--- src/rtl/byte_stuffing_deframer_assert.svh ---
// -----------------------------------------------------------------------------
// Byte-stuffing deframer assertion macros
// Shared concurrent assertion forms, clocked on the rising edge and
// disabled while the active-low reset is asserted.
// -----------------------------------------------------------------------------
`ifndef BYTE_STUFFING_DEFRAMER_ASSERT_SVH
`define BYTE_STUFFING_DEFRAMER_ASSERT_SVH

// Same-cycle implication.
`define BSD_ASSERT_IMPLIES(lbl, clk, rst_n, ante, cons, msg) \
  lbl: assert property (@(posedge clk) disable iff (!rst_n) (ante) |-> (cons)) \
    else $error(msg);

// Next-cycle implication.
`define BSD_ASSERT_NEXT(lbl, clk, rst_n, ante, cons, msg) \
  lbl: assert property (@(posedge clk) disable iff (!rst_n) (ante) |=> (cons)) \
    else $error(msg);

`endif

--- src/rtl/bsd_pkg.sv ---
// -----------------------------------------------------------------------------
// Byte-stuffing deframer package
// Result kinds, framing constants and the types passed between the
// front end, the result queue and the output stage.
// -----------------------------------------------------------------------------
package bsd_pkg;

  localparam logic [7:0] FLAG_BYTE = 8'h7E;
  localparam logic [7:0] ESC_BYTE  = 8'h7D;
  localparam logic [7:0] ESC_XOR   = 8'h20;
  localparam logic [7:0] MAX_LEN_RESET = 8'd255;

  typedef enum logic [1:0] {
    KIND_DATA = 2'd0,
    KIND_DONE = 2'd1,
    KIND_SYNC = 2'd2,
    KIND_FULL = 2'd3
  } kind_e;

  typedef struct packed {
    kind_e      kind;
    logic [7:0] data_byte;
    logic [7:0] frame_length;
  } result_t;

  typedef struct packed {
    logic full;
    logic empty;
  } q_status_t;

endpackage

--- src/rtl/bsd_if.sv ---
// -----------------------------------------------------------------------------
// Byte-stuffing deframer channels
// Valid/ready channels for received bytes, results and the configuration
// write.
// -----------------------------------------------------------------------------
interface bsd_rx_if;
  logic       valid;
  logic       ready;
  logic [7:0] rx_byte;

  modport source (output valid, output rx_byte, input ready);
  modport sink   (input valid, input rx_byte, output ready);
endinterface

interface bsd_res_if;
  logic       valid;
  logic       ready;
  logic [1:0] kind;
  logic [7:0] data_byte;
  logic [7:0] frame_length;

  modport source (output valid, output kind, output data_byte, output frame_length,
                  input ready);
  modport sink   (input valid, input kind, input data_byte, input frame_length,
                  output ready);
endinterface

interface bsd_cfg_if;
  logic       valid;
  logic       ready;
  logic [7:0] data;

  modport source (output valid, output data, input ready);
  modport sink   (input valid, input data, output ready);
endinterface

--- src/rtl/byte_stuffing_deframer.sv ---
// -----------------------------------------------------------------------------
// Byte-stuffing deframer
// Removes flag framing and escape stuffing from a received byte stream.
// -----------------------------------------------------------------------------
// Usage:
//   rx_i   carries one raw link byte per transfer. Bytes with flag 0x7E open
//          and close frames; 0x7D escapes the next byte (XOR 0x20).
//   res_o  carries zero or one result per byte: data byte, frame complete
//          with length, out of sync while hunting, or last byte of a frame
//          that reached max_frame_len (with its length).
//   cfg_i  writes max_frame_len; write only while no results are in flight.
//   Throughput is one byte per cycle while the result queue is not full.
//   The transfer of a byte writes its result into the result queue; the
//   output register that drives res_o loads it once free or being emptied.
//   Reset clears framing state to hunting, sets max_frame_len to 255 and
//   empties the queue and output register.
//   When the receiver stalls, the output register holds its result and
//   the queue absorbs up to QueueDepth more; rx_i.ready then drops until
//   the receiver takes a result.
// -----------------------------------------------------------------------------
module byte_stuffing_deframer #(
  parameter int unsigned QueueDepth = 2
) (
  input  logic       clk_i,
  input  logic       rst_ni,
  bsd_rx_if.sink     rx_i,
  bsd_cfg_if.sink    cfg_i,
  bsd_res_if.source  res_o
);
  import bsd_pkg::*;

  logic      push;
  logic      pop;
  result_t   push_data;
  result_t   head;
  q_status_t q_status;

  bsd_front u_front (
    .clk_i       (clk_i),
    .rst_ni      (rst_ni),
    .rx_i        (rx_i),
    .cfg_i       (cfg_i),
    .q_status_i  (q_status),
    .push_o      (push),
    .push_data_o (push_data)
  );

  bsd_queue #(
    .Depth (QueueDepth)
  ) u_queue (
    .clk_i       (clk_i),
    .rst_ni      (rst_ni),
    .push_i      (push),
    .push_data_i (push_data),
    .pop_i       (pop),
    .head_o      (head),
    .status_o    (q_status)
  );

  bsd_back u_back (
    .clk_i      (clk_i),
    .rst_ni     (rst_ni),
    .head_i     (head),
    .q_status_i (q_status),
    .pop_o      (pop),
    .res_o      (res_o)
  );

endmodule

--- src/rtl/bsd_front.sv ---
// -----------------------------------------------------------------------------
// Byte-stuffing deframer front end
// Accepts received bytes, tracks framing and escape state, and pushes one
// classified result per byte that produces one.
// -----------------------------------------------------------------------------
`include "byte_stuffing_deframer_assert.svh"

module bsd_front (
  input  logic               clk_i,
  input  logic               rst_ni,
  bsd_rx_if.sink             rx_i,
  bsd_cfg_if.sink            cfg_i,
  input  bsd_pkg::q_status_t q_status_i,
  output logic               push_o,
  output bsd_pkg::result_t   push_data_o
);
  import bsd_pkg::*;

  logic       in_frame_q, in_frame_d;
  logic       esc_q, esc_d;
  logic [7:0] cnt_q, cnt_d;
  logic [7:0] max_len_q;

  logic       rx_fire;
  logic       emit;
  logic [7:0] limit;
  logic [7:0] cnt_inc;
  logic [7:0] data_byte;
  result_t    res;

  assign rx_i.ready  = ~q_status_i.full;
  assign cfg_i.ready = 1'b1;
  assign rx_fire     = rx_i.valid & rx_i.ready;

  // A maximum of zero behaves like one.
  assign limit     = (max_len_q == 8'd0) ? 8'd1 : max_len_q;
  assign cnt_inc   = cnt_q + 8'd1;
  assign data_byte = esc_q ? (rx_i.rx_byte ^ ESC_XOR) : rx_i.rx_byte;

  always_comb begin
    in_frame_d = in_frame_q;
    esc_d      = esc_q;
    cnt_d      = cnt_q;
    emit       = 1'b0;
    res        = '{kind: KIND_DATA, data_byte: 8'd0, frame_length: 8'd0};

    if (!in_frame_q) begin
      if (rx_i.rx_byte == FLAG_BYTE) begin
        in_frame_d = 1'b1;
        esc_d      = 1'b0;
        cnt_d      = 8'd0;
      end else begin
        emit     = 1'b1;
        res.kind = KIND_SYNC;
      end
    end else if (rx_i.rx_byte == FLAG_BYTE) begin
      // A flag wins over a pending escape; an empty frame stays open.
      esc_d = 1'b0;
      if (cnt_q != 8'd0) begin
        emit             = 1'b1;
        res.kind         = KIND_DONE;
        res.frame_length = cnt_q;
        in_frame_d       = 1'b0;
        cnt_d            = 8'd0;
      end
    end else if (esc_q || (rx_i.rx_byte != ESC_BYTE)) begin
      esc_d         = 1'b0;
      emit          = 1'b1;
      res.data_byte = data_byte;
      if (cnt_inc >= limit) begin
        res.kind         = KIND_FULL;
        res.frame_length = cnt_inc;
        in_frame_d       = 1'b0;
        cnt_d            = 8'd0;
      end else begin
        cnt_d = cnt_inc;
      end
    end else begin
      esc_d = 1'b1;
    end
  end

  always_ff @(posedge clk_i or negedge rst_ni) begin
    if (!rst_ni) begin
      in_frame_q <= 1'b0;
      esc_q      <= 1'b0;
      cnt_q      <= 8'd0;
      max_len_q  <= MAX_LEN_RESET;
    end else begin
      if (rx_fire) begin
        in_frame_q <= in_frame_d;
        esc_q      <= esc_d;
        cnt_q      <= cnt_d;
      end
      if (cfg_i.valid && cfg_i.ready) begin
        max_len_q <= cfg_i.data;
      end
    end
  end

  assign push_o      = rx_fire & emit;
  assign push_data_o = res;

  `BSD_ASSERT_IMPLIES(a_count_in_frame, clk_i, rst_ni, cnt_q != 8'd0, in_frame_q,
                      "byte count nonzero while hunting")
  `BSD_ASSERT_IMPLIES(a_esc_in_frame, clk_i, rst_ni, esc_q, in_frame_q,
                      "escape pending while hunting")

endmodule

--- src/rtl/bsd_queue.sv ---
// -----------------------------------------------------------------------------
// Byte-stuffing deframer result queue
// Small FIFO between the front end and the output stage so that each side
// can stall on its own.
// -----------------------------------------------------------------------------
`include "byte_stuffing_deframer_assert.svh"

module bsd_queue #(
  parameter int unsigned Depth = 2  // at least 2
) (
  input  logic               clk_i,
  input  logic               rst_ni,
  input  logic               push_i,
  input  bsd_pkg::result_t   push_data_i,
  input  logic               pop_i,
  output bsd_pkg::result_t   head_o,
  output bsd_pkg::q_status_t status_o
);
  import bsd_pkg::*;

  localparam int unsigned PtrW = $clog2(Depth);
  localparam int unsigned CntW = $clog2(Depth + 1);

  result_t             mem_q [Depth];
  logic [PtrW-1:0]     wr_ptr_q, rd_ptr_q;
  logic [CntW-1:0]     cnt_q, cnt_d;

  always_comb begin
    case ({push_i, pop_i})
      2'b10:   cnt_d = cnt_q + CntW'(1);
      2'b01:   cnt_d = cnt_q - CntW'(1);
      default: cnt_d = cnt_q;
    endcase
  end

  always_ff @(posedge clk_i or negedge rst_ni) begin
    if (!rst_ni) begin
      wr_ptr_q <= '0;
      rd_ptr_q <= '0;
      cnt_q    <= '0;
    end else begin
      cnt_q <= cnt_d;
      if (push_i) begin
        wr_ptr_q <= (wr_ptr_q == PtrW'(Depth - 1)) ? '0 : wr_ptr_q + PtrW'(1);
      end
      if (pop_i) begin
        rd_ptr_q <= (rd_ptr_q == PtrW'(Depth - 1)) ? '0 : rd_ptr_q + PtrW'(1);
      end
    end
  end

  always_ff @(posedge clk_i) begin
    if (push_i) begin
      mem_q[wr_ptr_q] <= push_data_i;
    end
  end

  assign head_o         = mem_q[rd_ptr_q];
  assign status_o.full  = (cnt_q == CntW'(Depth));
  assign status_o.empty = (cnt_q == '0);

  `BSD_ASSERT_IMPLIES(a_no_push_full, clk_i, rst_ni, push_i, !status_o.full,
                      "push into full result queue")
  `BSD_ASSERT_IMPLIES(a_no_pop_empty, clk_i, rst_ni, pop_i, !status_o.empty,
                      "pop from empty result queue")
  `BSD_ASSERT_NEXT(a_push_fills, clk_i, rst_ni, push_i && !pop_i, !status_o.empty,
                   "result queue empty after push")

endmodule

--- src/rtl/bsd_back.sv ---
// -----------------------------------------------------------------------------
// Byte-stuffing deframer output stage
// Drains the result queue into an output register that holds a result
// until the receiver takes it.
// -----------------------------------------------------------------------------
module bsd_back (
  input  logic               clk_i,
  input  logic               rst_ni,
  input  bsd_pkg::result_t   head_i,
  input  bsd_pkg::q_status_t q_status_i,
  output logic               pop_o,
  bsd_res_if.source          res_o
);
  import bsd_pkg::*;

  logic    valid_q, valid_d;
  result_t res_q;

  // Advance when the output register is free or being emptied this cycle.
  assign pop_o   = ~q_status_i.empty & (~valid_q | res_o.ready);
  assign valid_d = pop_o | (valid_q & ~res_o.ready);

  always_ff @(posedge clk_i or negedge rst_ni) begin
    if (!rst_ni) begin
      valid_q <= 1'b0;
    end else begin
      valid_q <= valid_d;
    end
  end

  always_ff @(posedge clk_i) begin
    if (pop_o) begin
      res_q <= head_i;
    end
  end

  assign res_o.valid        = valid_q;
  assign res_o.kind         = res_q.kind;
  assign res_o.data_byte    = res_q.data_byte;
  assign res_o.frame_length = res_q.frame_length;

endmodule

--- src/flat_wrapper.sv ---
// flat-port wrapper written by rule: the top's interface ports become plain ports
module byte_stuffing_deframer_flat import bsd_pkg::*;
#(
  parameter int unsigned QueueDepth = 2
)
  (clk_i, rst_ni, rx_i_valid, rx_i_rx_byte, rx_i_ready, cfg_i_valid, cfg_i_data, cfg_i_ready, res_o_valid, res_o_kind, res_o_data_byte, res_o_frame_length, res_o_ready);
  bsd_rx_if rx_i_i ();
  bsd_cfg_if cfg_i_i ();
  bsd_res_if res_o_i ();
  input  logic clk_i;
  input  logic rst_ni;
  input wire logic [$bits(rx_i_i.valid)-1:0] rx_i_valid;
  input wire logic [$bits(rx_i_i.rx_byte)-1:0] rx_i_rx_byte;
  output wire logic [$bits(rx_i_i.ready)-1:0] rx_i_ready;
  input wire logic [$bits(cfg_i_i.valid)-1:0] cfg_i_valid;
  input wire logic [$bits(cfg_i_i.data)-1:0] cfg_i_data;
  output wire logic [$bits(cfg_i_i.ready)-1:0] cfg_i_ready;
  output wire logic [$bits(res_o_i.valid)-1:0] res_o_valid;
  output wire logic [$bits(res_o_i.kind)-1:0] res_o_kind;
  output wire logic [$bits(res_o_i.data_byte)-1:0] res_o_data_byte;
  output wire logic [$bits(res_o_i.frame_length)-1:0] res_o_frame_length;
  input wire logic [$bits(res_o_i.ready)-1:0] res_o_ready;
  assign rx_i_i.valid = rx_i_valid;
  assign rx_i_i.rx_byte = rx_i_rx_byte;
  assign rx_i_ready = rx_i_i.ready;
  assign cfg_i_i.valid = cfg_i_valid;
  assign cfg_i_i.data = cfg_i_data;
  assign cfg_i_ready = cfg_i_i.ready;
  assign res_o_valid = res_o_i.valid;
  assign res_o_kind = res_o_i.kind;
  assign res_o_data_byte = res_o_i.data_byte;
  assign res_o_frame_length = res_o_i.frame_length;
  assign res_o_i.ready = res_o_ready;
  byte_stuffing_deframer #(.QueueDepth(QueueDepth)) u_core (.clk_i(clk_i), .rst_ni(rst_ni), .rx_i(rx_i_i), .cfg_i(cfg_i_i), .res_o(res_o_i));
endmodule
--- config.mk ---
export PLATFORM = sky130hd
export DESIGN_NAME = byte_stuffing_deframer_flat
export DESIGN_NICKNAME = d
export VERILOG_FILES = /design/src/rtl/bsd_pkg.sv /design/src/rtl/bsd_if.sv /design/src/rtl/byte_stuffing_deframer.sv /design/src/rtl/bsd_front.sv /design/src/rtl/bsd_queue.sv /design/src/rtl/bsd_back.sv /design/src/flat_wrapper.sv
export VERILOG_INCLUDE_DIRS = /design/src /design/src/rtl
export SDC_FILE = /design/constraint.sdc
export NUM_CORES = 1
export LEC_CHECK = 0
export BUFFER_PORTS_ARGS = -buffer_cell sky130_fd_sc_hd__buf_2
export CAP_MARGIN = 0
export CELL_PAD_IN_SITES_DETAIL_PLACEMENT = 1
export CELL_PAD_IN_SITES_GLOBAL_PLACEMENT = 1
export CORE_ASPECT_RATIO = 0.75
export CORE_MARGIN = 5
export CORE_UTILIZATION = 49
export CTS_BUF_LIST = sky130_fd_sc_hd__clkbuf_8
export CTS_CLUSTER_SIZE = 40
export DETAILED_ROUTE_END_ITERATION = 6
export HOLD_SLACK_MARGIN = 0.15
export PLACE_DENSITY = 0.93
export RECOVER_POWER = 50
export SETUP_SLACK_MARGIN = 0.15
export SLEW_MARGIN = 20
export SYNTH_ARGS = -nofsm -noshare
export SYNTH_HDL_FRONTEND = slang
export SYNTH_SLANG_ARGS = --single-unit
export TNS_END_PERCENT = 1
--- constraint.sdc ---
create_clock -name clk_i -period 3 [get_ports clk_i]
set_input_delay 0.6 -clock clk_i [delete_from_list [all_inputs] [get_ports clk_i]]
set_output_delay 0.6 -clock clk_i [all_outputs]
set_load 0.01 [all_outputs]
-- Yosys cells after proc, flatten, opt, wreduce, memory -nomap -nowiden
Memory sizes are Yosys's and may differ from the RTL's. A register that Yosys moved wholly into a read port is not among the register bits.
Index checks and enable logic that the tools add are counted.
- register bits: 23
- memory bits (writable): 36
- word-level logic and storage cells: 80
- memories kept: 1
- memories (memory ; words ; bits a word ; read ports ; clocked after Yosys merged registers in ; wr ports ; line ; source):
    u_core.u_queue.mem_q ; 2 ; 18 ; 1 ; 1 ; 1 ; bsd_queue.sv:24 ; result_t mem_q [Depth];
- $add $sub $neg: 5
- $lt $le $gt $ge: 1
- equal/unequal tests: 6
- mux-type cells: 39
- bitwise gates (word level): 11
- reduce and logical (&&, ||, !) cells: 9
- operators with widths (kind ; number):
    $mux W8 ; 11
    $mux W1 ; 20
    $mux W18 ; 1
    $mux W16 ; 1
    $add A8 B1 Y8 const B ; 1
    $eq A8 B7 Y1 const B ; 1
    $ge A8 B8 Y1 ; 1
    $logic_not A8 Y1 ; 1
    $mux W2 ; 4
    $ne A8 B7 Y1 const B ; 1
    $reduce_bool A8 Y1 ; 1
    $mux W6 ; 1
    $reduce_bool A2 Y1 ; 3
    $not A1 Y1 ; 5
    $and A1 B1 Y1 ; 4
    $eq A2 B2 Y1 const B ; 2
    $pmux W2 S2 ; 1
    $reduce_and A4 Y1 ; 1
    $ne A3 B2 Y1 const B ; 1
    $add A1 B1 Y1 const B ; 2
    $add A2 B1 Y2 const B ; 1
    $eq A2 B1 Y1 const B ; 1
    $logic_not A2 Y1 ; 1
    $or A1 B1 Y1 ; 2
    3 further kinds ; 3

-- Longest topological paths before layout
Gate-level depths: netlist (run 1).
- word-level depth: 8
- depth in mapped cells: 11
- depth with buffers taken out: 11

-- Hierarchy
A second synthesis (run 1) with hierarchy kept.
- cells, all modules: 274
- area, all modules: 3577.2 µm²
- modules (own cells, without submodules) (module ; instances ; cells an instance ; area an instance (µm²) ; seq. area each (µm²)):
    bsd_queue ; 1 ; 72 ; 1532.7 ; 1181.1
    bsd_front ; 1 ; 179 ; 1453.9 ; 460.4
    bsd_back ; 1 ; 23 ; 590.6 ; 565.5

-- Least setup slack after synthesis (run 1)
Ideal clock, no wire load.
- kind: input to register
- start point: input rx_i_rx_byte[7]
- end point: memory u_core.u_queue.mem_q[1][0] in the netlist's numbering (enable)
- arrival: 2.180 ns
- setup slack: 0.428 ns
- stages: 5
- buffers on the path: 0
- path through: nand2b_1 > nor2_1 > and3_1 > a211o_2 > nor2_1
- word-level cells in the longest chain between the ends: 8
- ends and longest elaborated chain (item ; line ; source):
    start: declaration ; flat_wrapper.sv:13 ; input wire logic [$bits(rx_i_i.rx_byte)-1:0] rx_i_rx_byte;
    $ne A8 B7 Y1 ; bsd_front.sv:66 ; end else if (esc_q || (rx_i.rx_byte != ESC_BYTE)) begin
    $logic_or A1 B1 Y1 ; bsd_front.sv:66 ;
    $mux W1 ; bsd_front.sv:66 ;
    $mux W1 ; bsd_front.sv:56 ; end else if (rx_i.rx_byte == FLAG_BYTE) begin
    $mux W1 * ; bsd_front.sv:47 ; if (!in_frame_q) begin
    $and A1 B1 Y1 * ; bsd_front.sv:101 ; assign push_o = rx_fire & emit;
    $mux W1 * ; bsd_queue.sv:53 ; if (push_i) begin
    $mux W1 (not written as such) * ; bsd_queue.sv:54 ; mem_q[wr_ptr_q] <= push_data_i;
    end: declaration ; bsd_queue.sv:24 ;
Mark *: on every way between the ends. The rest lies on a longest branch, timed or not.

==> results of run 1 <==
==> cell usage after synthesis (all sizes together) <==
cell,count,area share (%)
nand4,1,0.59
nand3b,1,0.21
o31ai,5,1.0
a21o,1,0.21
dfrtp,15,10
mux2,19,6.0
a41oi,1,0.24
o211ai,7,1.7
nand3,3,0.42
a41o,1,0.28
o221ai,1,0.42
and3,4,0.70
or3b,3,0.80
o21ai,19,2.9
conb,1,0.10
nor3b,4,0.98
nand2,37,3.9
a31o,1,0.24
nor4,1,0.17
nor3,4,0.87
and2,9,1.6
xnor2,5,1.2
buf,5,0.73
ha,11,3.8
a211o,1,0.28
dfstp,8,5.9
nor2,9,0.94
nor2b,4,0.70
a21boi,2,0.42
a31oi,1,0.17
clkbuf,4,0.45
o22ai,3,0.52
or2,2,0.35
a311oi,1,0.42
inv,18,1.9
a21oi,4,0.56
nor4b,1,0.42
xor2,5,1.2
nand2b,6,1.1
edfxtp,54,45
==> worst min-delay path by stage <==
stage	startpoint	end	slack, ns	cells past startpoint
floorplan	rst_ni	u_core.u_back.res_o.valid	0.30	0
global placement	u_core.u_queue.wr_ptr_q	u_core.u_queue.wr_ptr_q	0.48	1
detailed placement	u_core.u_queue.wr_ptr_q	u_core.u_queue.wr_ptr_q	0.49	1
CTS	rst_ni	u_core.u_front.cnt_q[6]	0.24	1
global route	res_o_ready	u_core.u_back.res_o.valid	0.43	2
finish	res_o_ready	u_core.u_back.res_o.valid	0.44	2
==> final cells by class <==
class                   count  area, µm²  share of cell area (%)
flip-flops and latches     77       2210                    53.1
multi-input cells         178       1320                    31.8
clock inverters             7       80.1                    1.93
clock buffers               9        124                    2.98
repair buffers             48        230                    5.54
inverters                  18       67.6                    1.62
well taps                 101        126                    3.04
==> power groups by stage <==
| stage | Clock [mW] | Combinational (mW) | Sequential, mW |
|---|---|---|---|
| after floorplan | 0 | 0.894 | 1.81 |
| after global placement | 0 | 1.26 | 1.83 |
| after detailed placement | 0 | 1.33 | 1.87 |
| after CTS | 0.817 | 1.37 | 1.85 |
| after global routing | 0.883 | 1.49 | 1.89 |
| final | 0.801 | 1.36 | 1.86 |
==> stage by stage <==
stage	area (µm²)	hold WS (ns)	utilization, %	instances	setup slack (ns)
after floorplan	3590	0.304	-	282	0.428
after global placement	3920	0.482	54.3	420	0.295
after detailed placement	3920	0.495	54.3	420	0.0334
after CTS	4140	0.242	57.3	436	0.0784
after global routing	4160	0.434	57.5	438	0.0170
final	4160	0.442	57.5	438	0.162
==> critical path, stage by stage, from the launching register on <==
cell	delay (ns)
dfrtp_1	0.43
and3_1	0.22
nand3_2	0.14
nor2_2	0.18
xnor2_2	0.15
inv_1	0.08
ha_1	0.32
nand2_1	0.12
a311oi_4	0.45
o21ai_1	0.21
o22ai_1	0.33
==> state kept, by name (all words and copies together), names as in the netlist <==
signal and flops:
u_core.u_back.res_o.data_byte 8, u_core.u_back.res_o.frame_length 8, u_core.u_back.res_o.kind 2, u_core.u_back.res_o.valid 1, u_core.u_front.cnt_q 8, u_core.u_front.esc_q 1, u_core.u_front.in_frame_q 1, u_core.u_front.max_len_q 8
u_core.u_queue.cnt_q 2, u_core.u_queue.mem_q 36, u_core.u_queue.rd_ptr_q 1, u_core.u_queue.wr_ptr_q 1
==> metal layers <==
| metal | vias to the layer above | global-route usage (%) | wire, µm | share of wire [%] |
|---|---|---|---|---|
| li1 | 1116 | - | - | - |
| met1 | 1167 | 23.6 | 3550 | 44 |
| met2 | 56 | 31.0 | 4170 | 51 |
| met3 | 5 | 4.33 | 339 | 4.2 |
| met4 | 0 | 4.24 | 42 | 0.52 |
| met5 | - | 0 | 0 | 0 |
==> what timing repair did <==
action                     4_1_cts  5_1_grt
gates resized for setup          3        9
setup endpoints to repair       23       29
buffers inserted                 0        2
pin swaps                        0        3
==> cell families (layout without fill, tap and decap cells) <==
logic type                 Yosys count  count (layout)  synth area share, %
AOI/OAI and AO/OA                   48              48                 9.41
xor gates and xnor gates            10              10                 2.44
adders and majority gates           11              11                 3.83
buffers and inverters               27              82                 3.07
DFF                                 77              77                 61.5
muxes                               19              19                 5.96
other                                1               1                0.104
and+or+nand+nor                     89              89                 13.7
==> impl_metrics.py, run 1 <==
metrics = {
    "sta": {
        "finClkSkew_ns": 0.00630,
        "max_slew_margin_pct": 14.7,
        "fin_crit_ns": 2.84,
        "setup_violations": 0,
        "worstMarginPinSlew_ns": 1.28,
        "fmax_mhz": 352,
        "grt_setup_unrepaired": "true",
        "hold_viol_final": 0,
        "drv_slew": 0,
        "finalCritPeriodShare_pct": 94.6,
        "tns_ns": 0,
    },
    "routing": {
        "ant_nets": 0,
        "wirelength_mm": 8.10,
        "drc_errors": 0,
        "vias": 2344,
        "dr.pass1.iters": 4,
        "drt-vias-per-instance": 5.35,
        "first_iter_violations": 173,
        "avgRoutedWirePerCell_um": 18.5,
    },
    "placed_design": {
        "numPortBuffers": 40,
        "dp_hpwl_mm": 5.69,
        "gp_congestion": 0.897,
    },
    "worst_setup_path": {
        "arrival_ns": 2.98,
        "critPathMaxFanout": 7,
        "rrSetupSlack_ns": 0.16,
        "critPathRequiredTime_ns": 3.14,
        "crit_start": "u_core.u_front.cnt_q[0]",
        "cp-start-kind": "flip-flop",
        "crit_path_end_kind": "flip-flop",
        "critPathKind": "reg2reg",
        "r2r_cells": 10,
        "rr_endpoint": "u_core.u_queue.mem_q[0][1]",
        "endpoint": "u_core.u_queue.mem_q[0][1]",
        "timing.rr.start": "u_core.u_front.cnt_q[0]",
    },
    "clock_tree": {
        "cts_tree": "yes",
        "cts_buffers": 9,
        "holdBufCountCts": 0,
        "h-tree-depth": 3,
        "clk_pin_slew_ns": 0.09,
        "root_buffer": "clkbuf_8",
        "clk-insertion-delay-late_ns": 0.34,
        "cts_sinks": 77,
        "clk_path_buf_depth": 2,
    },
    "grt": {
        "grt_max_degree": 24,
        "overflow": 0,
        "grt_pass1_vias": 2455,
        "grt_use_total_pct": 18.2,
        "antenna_found_initial": 0,
        "grt_pass1_wl_mm": 12.7,
    },
    "yosys": {
        "syn-num-nets": 314,
        "seq_area_frac_synth_pct": 61.5,
        "synth.cell_area_um2": 3590,
        "postSynthCellCount": 282,
        "synth_cell_types": 51,
        "synth_warnings": 0,
        "ys_seq_elements": 77,
        "syn_avg_cell_area_um2": 12.7,
    },
    "floorplanning": {
        "row_count": 27,
        "die_w_um": 109,
        "die_area_um2": 9160,
        "io_pins": 42,
        "die_y_um": 84.1,
        "start_util_pct": 49.7,
        "core_um2": 7230,
    },
    "min_path": {
        "hp-class": "in2reg",
    },
    "pwr": {
        "clkPwrFrac_pct": 20.0,
        "combPwrFrac_pct": 33.8,
        "p_sw_share_pct": 36.4,
        "sequentialPowerShare_pct": 46.2,
        "total_power_mw": 4.01,
        "intPower_mw": 2.55,
        "p_leak_nw": 1.61,
        "pwr_density_cell_nw_per_um2": 965,
        "peakVddDrop_mv": 0.489,
        "p_sw_mw": 1.46,
    },
    "layout": {
        "final_common_cell": "edfxtp_1",
        "fin_nets": 364,
        "layout-drive-gt1-share_pct": 27.9,
        "area_growth_pct": 15.9,
        "layout_common_cells": "54 x edfxtp_1, 37 x nand2_1, 22 x clkbuf_1, 19 x buf_2",
        "nFillCells": 785,
        "antenna_cells": 0,
    },
    "run": {
        "cap_violations": 0,
    },
    "run_status": {
        "run_status": "completed",
    },
}
No activity file was read; power rests on OpenSTA's default activity.
==> run 2: changes to the inputs <==
Settings changed: RECOVER_POWER 50 to default.
==> run 2 against run 1 <==
Net effect: non-clock buffer count did not move; cell count unchanged; design area rose by 0.81%; critical path depth decreased by 1; via count grew 0.17%; combinational power is 3% higher; worst hold slack got worse by 0.21 ns; critical path type unchanged; largest power group unchanged; highest routed layer unchanged.
==> impl_metrics.py, run 2 (synthesis results as in run 1) <==
metrics = {
    "worst_setup_path": {
        "cp_common_cell": "ha_1",
        "critPathMaxFanout": 7,
        "crit_family": "compound AO/OA/AOI/OAI gates",
        "crit_path_end_kind": "flip-flop",
        "cpPeakStageDelay_ns": 0.43,
        "critical_path.slowest_cell": "dfrtp_1",
        "arrival_ns": 2.98,
        "crit_path_cell_trace": "ha_1 -> nand3_1 -> xor2_1 -> inv_1 -> ha_1 -> nand2_1 -> a311oi_4 -> o21ai_2 -> o211ai_1",
        "critPathKind": "reg2reg",
        "cp-start-kind": "flip-flop",
        "cp_num_buf_inv": 1,
        "critPathRequiredTime_ns": 3.15,
    },
    "sta": {
        "finalCritPeriodShare_pct": 94.3,
        "finClkSkew_ns": 0.00631,
        "fin_ws_ns": 0.171,
        "fin_crit_ns": 2.83,
        "worstMarginPinSlew_ns": 0.809,
        "tns_ns": 0,
        "hold-worst-slack_ns": 0.233,
        "fmax_mhz": 353,
        "grt_setup_unrepaired": "true",
        "hold_viol_final": 0,
        "drv_slew": 0,
        "max_slew_margin_pct": 46.1,
        "setup_violations": 0,
    },
    "placed_design": {
        "dp_hpwl_mm": 5.69,
        "numPortBuffers": 40,
        "gp_congestion": 0.897,
        "preCtsSetupSlack_ns": 0.0334,
        "postPlaceCellArea_um2": 3920,
        "dp_cells": 420,
    },
    "floorplanning": {
        "core_um2": 7230,
        "row_count": 27,
        "die_y_um": 84.1,
        "io_pins": 42,
        "die_area_um2": 9160,
        "die_w_um": 109,
        "start_util_pct": 49.7,
    },
    "clock_tree": {
        "cts_tree": "yes",
        "clk_pin_slew_ns": 0.09,
        "cts_sinks": 77,
        "cts_buffers": 9,
        "clk-insertion-delay-late_ns": 0.34,
        "h-tree-depth": 3,
        "root_buffer": "clkbuf_8",
        "clk_path_buf_depth": 2,
    },
    "pwr": {
        "clkPwrFrac_pct": 19.8,
        "peakVddDrop_mv": 0.485,
        "pwr_density_cell_nw_per_um2": 965,
        "sequentialPowerShare_pct": 45.7,
        "p_sw_mw": 1.46,
        "total_power_mw": 4.05,
        "p_sw_share_pct": 36.0,
        "intPower_mw": 2.59,
        "p_leak_nw": 1.67,
        "combPwrFrac_pct": 34.5,
    },
    "grt": {
        "grt_pass1_wl_mm": 12.7,
        "grt_pass1_vias": 2455,
        "grt_max_degree": 24,
        "antenna_found_initial": 0,
        "overflow": 0,
        "grt_use_total_pct": 18.2,
    },
    "layout": {
        "antenna_cells": 0,
        "regMostFlops": "u_core.u_queue.mem_q",
        "layout_common_cells": "54 x edfxtp_1, 40 x buf_2, 37 x nand2_1, 19 x mux2_2, 18 x inv_1",
        "final_common_cell": "edfxtp_1",
        "multi_input_area_um2": 1330,
        "fin_nets": 364,
        "stdcell_area_um2": 4190,
        "nFillCells": 777,
        "utilization_pct": 58.0,
        "stdcell_count": 438,
        "area_growth_pct": 16.8,
        "largest_reg_flops": 36,
        "layout-drive-gt1-share_pct": 35.0,
        "ff_latch_area_um2": 2210,
    },
    "routing": {
        "wirelength_mm": 8.11,
        "met1Wirelength_mm": 3.55,
        "first_iter_violations": 188,
        "drc_errors": 0,
        "avgRoutedWirePerCell_um": 18.5,
        "dr.pass1.iters": 6,
        "top_layer": "met4",
        "vias": 2348,
        "ant_nets": 0,
        "drt-vias-per-instance": 5.36,
        "met2_length_mm": 4.19,
        "met3_length_um": 319,
    },
    "min_path": {
        "hp-class": "in2async",
    },
    "run_status": {
        "run_status": "completed",
    },
    "run": {
        "cap_violations": 0,
    },
}
## run 2: changes by cell type in the layout (fill, tap and decap cells not counted)
cell / delta
mux2_1: -1
and2_1: +1
buf_2: +21
and2_0: -1
buf_4: +1
mux2_2: +1
clkbuf_1: -22
a21oi_1: -1
a21oi_2: +1
## run 2: final cells by class
type                       count  share of cell area [%]
clock inverter                 7                    1.91
sequential                    77                    52.7
timing repair buffer          48                    6.21
multi-input combinational    178                    31.6
inverter                      18                    1.61
tap                          101                    3.01
clock buffer                   9                    2.95
## run 2: timing repair
| item | CTS | global route |
|---|---|---|
| pin swaps | 0 | 3 |
| buffers inserted | 0 | 2 |
| cloned | 0 | 0 |
| resized for setup | 3 | 9 |
| setup endpoints to repair | 23 | 29 |
| endpoints found under the hold margin | 0 | 0 |
| hold buffers | 0 | 0 |
## run 2: power by group through the flow
stage          Sequential, mW  Clock [mW]  Combinational, mW
3_3_place_gp             1.83           0               1.26
6_report                 1.85       0.802               1.40
3_5_place_dp             1.87           0               1.33
4_1_cts                  1.85       0.817               1.37
2_1_floorplan            1.81           0              0.894
5_1_grt                  1.88       0.883               1.53
## run 2: metal layers
metal,GRT usage (%),vias to the layer above
met1,23.6,1169
met4,4.24,0
met3,4.33,5
li1,-,1118
met5,0,-
met2,31.0,56
## run 2: path summary, 6_finish.rpt
kind / start / to / slack, ns / cells after the start
min reg2reg: u_core.u_queue.wr_ptr_q / u_core.u_queue.wr_ptr_q / 0.50 / 1
min: rst_ni / u_core.u_front.cnt_q[7] / 0.23 / 1
min in group clk_i: res_o_ready / u_core.u_back.res_o.valid / 0.44 / 2
max: u_core.u_front.cnt_q[0] / u_core.u_queue.mem_q[1][2] / 0.17 / 9
max in group asynchronous: rst_ni / u_core.u_front.cnt_q[1] / 2.38 / 1
max reg2reg: u_core.u_front.cnt_q[0] / u_core.u_queue.mem_q[1][2] / 0.17 / 9
